$ cat src/rtl/apba_pkg.sv
package apba_pkg;

  localparam int unsigned LEN_W = 11;
  localparam int unsigned IDX_W = 10;
  localparam int unsigned ID_W = 8;
  localparam int unsigned WORD_W = 32;

  localparam logic [2:0] MODE_CREATE = 3'd0;
  localparam logic [2:0] MODE_STORE = 3'd1;
  localparam logic [2:0] MODE_LOAD = 3'd2;
  localparam logic [2:0] MODE_QUERY = 3'd3;
  localparam logic [2:0] MODE_FREE = 3'd4;
  localparam logic [2:0] MODE_CLEAR = 3'd5;

  typedef struct packed {
    logic [2:0] mode;
    logic [ID_W-1:0] slot_id;
    logic [IDX_W-1:0] elem_index;
    logic [LEN_W-1:0] length;
    logic signed [WORD_W-1:0] write_value;
  } in_t;

  typedef struct packed {
    logic ok;
    logic signed [WORD_W-1:0] read_value;
    logic [LEN_W-1:0] array_length;
    logic [IDX_W-1:0] array_base;
    logic [LEN_W-1:0] words_used;
  } out_t;

  typedef enum logic [3:0] {
    ST_IDLE = 4'b0001,
    ST_EXEC = 4'b0010,
    ST_FILL = 4'b0100,
    ST_RESP = 4'b1000
  } state_t;

  typedef struct packed {
    logic accept;
    logic exec;
    logic fill;
  } cmd_t;

  typedef struct packed {
    logic create_ok;
    logic fill_last;
  } sts_t;

endpackage

$ cat src/rtl/apba_ctrl.sv
module apba_ctrl (
  input  logic          clk,
  input  logic          rst_n,
  input  logic          start,
  input  apba_pkg::sts_t sts,
  output apba_pkg::cmd_t cmd,
  output logic          busy,
  output logic          out_strobe
);
  import apba_pkg::*;

  state_t state_r;
  state_t state_nxt;
  logic   accept;

  assign busy = !((state_r == ST_IDLE) || (state_r == ST_RESP));
  assign accept = start && !busy;
  assign out_strobe = (state_r == ST_RESP);

  assign cmd.accept = accept;
  assign cmd.exec = (state_r == ST_EXEC);
  assign cmd.fill = (state_r == ST_FILL);

  always_comb begin
    state_nxt = state_r;
    case (state_r)
      ST_IDLE: begin
        if (accept) state_nxt = ST_EXEC;
      end
      ST_EXEC: begin
        state_nxt = sts.create_ok ? ST_FILL : ST_RESP;
      end
      ST_FILL: begin
        if (sts.fill_last) state_nxt = ST_RESP;
      end
      ST_RESP: begin
        state_nxt = accept ? ST_EXEC : ST_IDLE;
      end
      default: begin
        state_nxt = ST_IDLE;
      end
    endcase
  end

  always_ff @(posedge clk) begin
    if (!rst_n) begin
      state_r <= ST_IDLE;
    end else begin
      state_r <= state_nxt;
    end
  end

endmodule

$ cat config.mk
export PLATFORM = sky130hd
export DESIGN_NAME = apba_ctrl
export DESIGN_NICKNAME = d
export VERILOG_FILES = /design/src/rtl/apba_pkg.sv /design/src/rtl/apba_ctrl.sv
export SDC_FILE = /design/constraint.sdc
export NUM_CORES = 1
export LEC_CHECK = 0
export BUFFER_PORTS_ARGS = -buffer_cell sky130_fd_sc_hd__buf_2
export CAP_MARGIN = 20
export CORE_AREA = 2 2 39 41
export CTS_CLUSTER_SIZE = 30
export DETAILED_ROUTE_END_ITERATION = 10
export DIE_AREA = 0 0 41 43
export SETUP_SLACK_MARGIN = 0.2
export SYNTH_ARGS = -nofsm -noshare
export SYNTH_HDL_FRONTEND = slang
export SYNTH_SLANG_ARGS = --single-unit
$ cat constraint.sdc
create_clock -name clk -period 1.37 [get_ports clk]
set_input_delay 0.0685 -clock clk [delete_from_list [all_inputs] [get_ports clk]]
set_output_delay 0.0685 -clock clk [all_outputs]
set_load 0.02 [all_outputs]
==> run_results.csv <==
group,metric,value,unit
worst_setup_path,end_kind,"primary output",
sta,fmax,800.5,MHz
sta,rsz0062_at_grt,"yes",
synth,yosysTopAreaCell,"dfxtp_1",
finish,final_cells,58,
job,maxCapViolCount,0,
drt,ant_nets,0,
sta,whs,0.02892,ns
drt,vias,249,
floorplan,core.rowCount,14,
worst_setup_path,rrSetupSlack,0.33,ns
sta,min_period,1.249,ns
place,dp.cells,52,
grt,antenna_found_initial,0,
worst_setup_path,required,1.30,ns
power,p_leak,0.1607,nW
synth,synth.most_common_cell,"nor2_1",
floorplan,die-height,43,microns
sta,slew_headroom,84.15,%
clock_network,cts_max_level,1,
finish,layout-drive-gt1-share,64.29,%
worst_hold_path,hold_path_class,"primary input to flip-flop",
floorplan,io_pins,10,
drt,drt_wl_total,555,microns
grt,overflow,0,
worst_setup_path,critPathMaxFanout,5,
grt,grt_pass1_vias,225,
worst_setup_path,endpoint,"cmd[2]",
sta,fin_worst_skew,0.003114,ns
worst_setup_path,r2r-end,"state_r[0]$_SDFFE_PN1P_",
sta,worstMarginPinSlew,0.2359,ns
clock_network,cts_hold_buf,0,
finish,regMostFlops,"state_r",
synth,netlist_area,257.7,sq um
power,power.density,882.7,nW/um^2
worst_setup_path,start_kind,"flip-flop",
sta,slew_viol_final,0,
grt,grtUsageTotal,7.823,%
sta,setup_viol,0,
floorplan,dieArea,1763,sq um
worst_setup_path,worstSetupPathType,"flip-flop to primary output",
synth,synth_top_area_share,31.07,%
clock_network,cts_root_buf,"clkbuf_4",
grt,grt_first_pass_wirelength,897,microns
worst_setup_path,startpoint,"state_r[0]$_SDFFE_PN1P_",
synth,synthArstFlopShare,0,%
synth,ys_types,22,
clock_network,worstSkewPairLatency,0.23,ns
synth,syn_inst,29,
drt,drt_iter0_markers,1,
finish,top_regs,"state_r (4)",
floorplan,die_w,41,microns
sta,report.final.hold_viol_count,0,
sta,period_share,91.18,%
synth,synth_common_cells,"nor2_1 (5), dfxtp_1 (4)",
place,gp_congestion,0.6858,
floorplan,start_util,18.63,%
drt,drc_errors,0,
drt,firstDrtPassIters,2,
clock_network,cts_tree,"built",
drt,wire_per_inst,9.569,microns
run_status,status,"finished clean",
grt,grt_max_degree,11,
finish,diodes,0,
synth,synth_seq_cells,4,
finish,area_growth,53.88,%
place,io_buffers,9,
floorplan,fp.coreArea,1384,sq um
synth,ys.flop_type,"dfxtp_1",
worst_setup_path,r2r_cells,3,
worst_setup_path,arrival,1.18,ns
synth,synth_edf_count,0,
finish,largest_register_ffs,4,
clock_network,numCtsBuffers,3,
finish,layout.nets,49,
clock_network,clockBufferDepth,2,
power,peakVddDrop,0.2780,mV
sta,tns,0,ns
place,hpwl,406.8,microns
drt,drt-vias-per-instance,4.293,
synth,ys_top_cells_by_area,"dfxtp_1 (31%), nor2_1 (7.3%), o41ai_2 (6.3%), nor4_2 (4.9%), and3_4 (4.4%)",
synth,ys_warn_count,0,
synth,synth-seq-area-share,31.07,%
synth,avgSynthCellArea,8.888,sq um
clock_network,clkTransAtPathRegs,0.04,ns
synth,syn_nets,34,
clock_network,cts_sinks,4,
worst_setup_path,reg2reg_from,"state_r[2]$_SDFFE_PN0P_",
worst min-delay path by stage:
stage          slack (ns)                       to   from  depth (start not counted)
6_report             0.03  state_r[0]$_SDFFE_PN1P_  rst_n                          2
5_1_grt              0.02  state_r[0]$_SDFFE_PN1P_  rst_n                          2
4_1_cts              0.02  state_r[0]$_SDFFE_PN1P_  rst_n                          2
3_5_place_dp         0.27  state_r[0]$_SDFFE_PN1P_  rst_n                          2
3_3_place_gp         0.26  state_r[0]$_SDFFE_PN1P_  rst_n                          2
2_1_floorplan        0.12  state_r[0]$_SDFFE_PN1P_  rst_n                          1
logic make-up after synthesis:
family	Yosys count	synth area share, %
compound gates	3	10.68
flops	4	31.07
simple gates	17	47.09
buf+inv	4	7.763
xor+xnor	1	3.399
metrics by stage:
step | setup slack, ns | util, % | cell area (sq um) | total power [mW]
after floorplan | 0.2272 | - | 272.8 | 0.1750
after global placement | 0.2292 | 23.51 | 325.3 | 0.1884
after detailed placement | 0.1976 | 23.51 | 325.3 | 0.1895
after CTS | 0.09805 | 26.31 | 364.1 | 0.3427
after global routing | 0.05364 | 28.66 | 396.6 | 0.3766
final | 0.1208 | 28.66 | 396.6 | 0.3501
power by group:
part,switching (mW),internal (mW)
Clock,0.0482,0.0980
Combinational,0.0310,0.0409
Sequential,0.0124,0.120
cells in the final DEF (no fill, tap or decap), drive strengths merged:
master / count
o41ai: 1
and3: 2
buf: 12
and3b: 1
dfxtp: 4
nand4bb: 1
nor2: 6
nand2: 1
nor4: 1
nor3b: 1
xnor2: 1
clkbuf: 3
and2: 1
nor4b: 1
and4: 1
nor3: 1
inv: 2
a31oi: 1
a21oi: 1
critical path: stages, from the launching register on:
cell and delay [ns]:
dfxtp_4 0.36, xnor2_1 0.14, nor3_2 0.16, and2_1 0.16, buf_4 0.13
final cells by class:
cell class / count / area, sq um
inverter: 2 / 7.507
clock buffer: 3 / 22.52
tap: 16 / 20.02
sequential: 4 / 92.59
fill: 148 / 987.2
multi-input combinational: 21 / 172.7
timing repair buffer: 12 / 81.33
timing repair:
item | in CTS | in global routing
gates resized for setup | 5 | 7
pin swaps | 0 | 1
buffers inserted | 1 | 2
setup endpoints to repair | 6 | 6
per-layer routing:
layer  part of all wire, %  vias to the layer above  track usage (%)
met5                     0                        -                0
met4                   2.7                        0            8.000
met3                   3.8                        2            1.571
met2                    40                        7            8.750
met1                    53                      110            11.22
li1                      -                      130                -
Note: power is estimated with default switching activity, not from simulation.
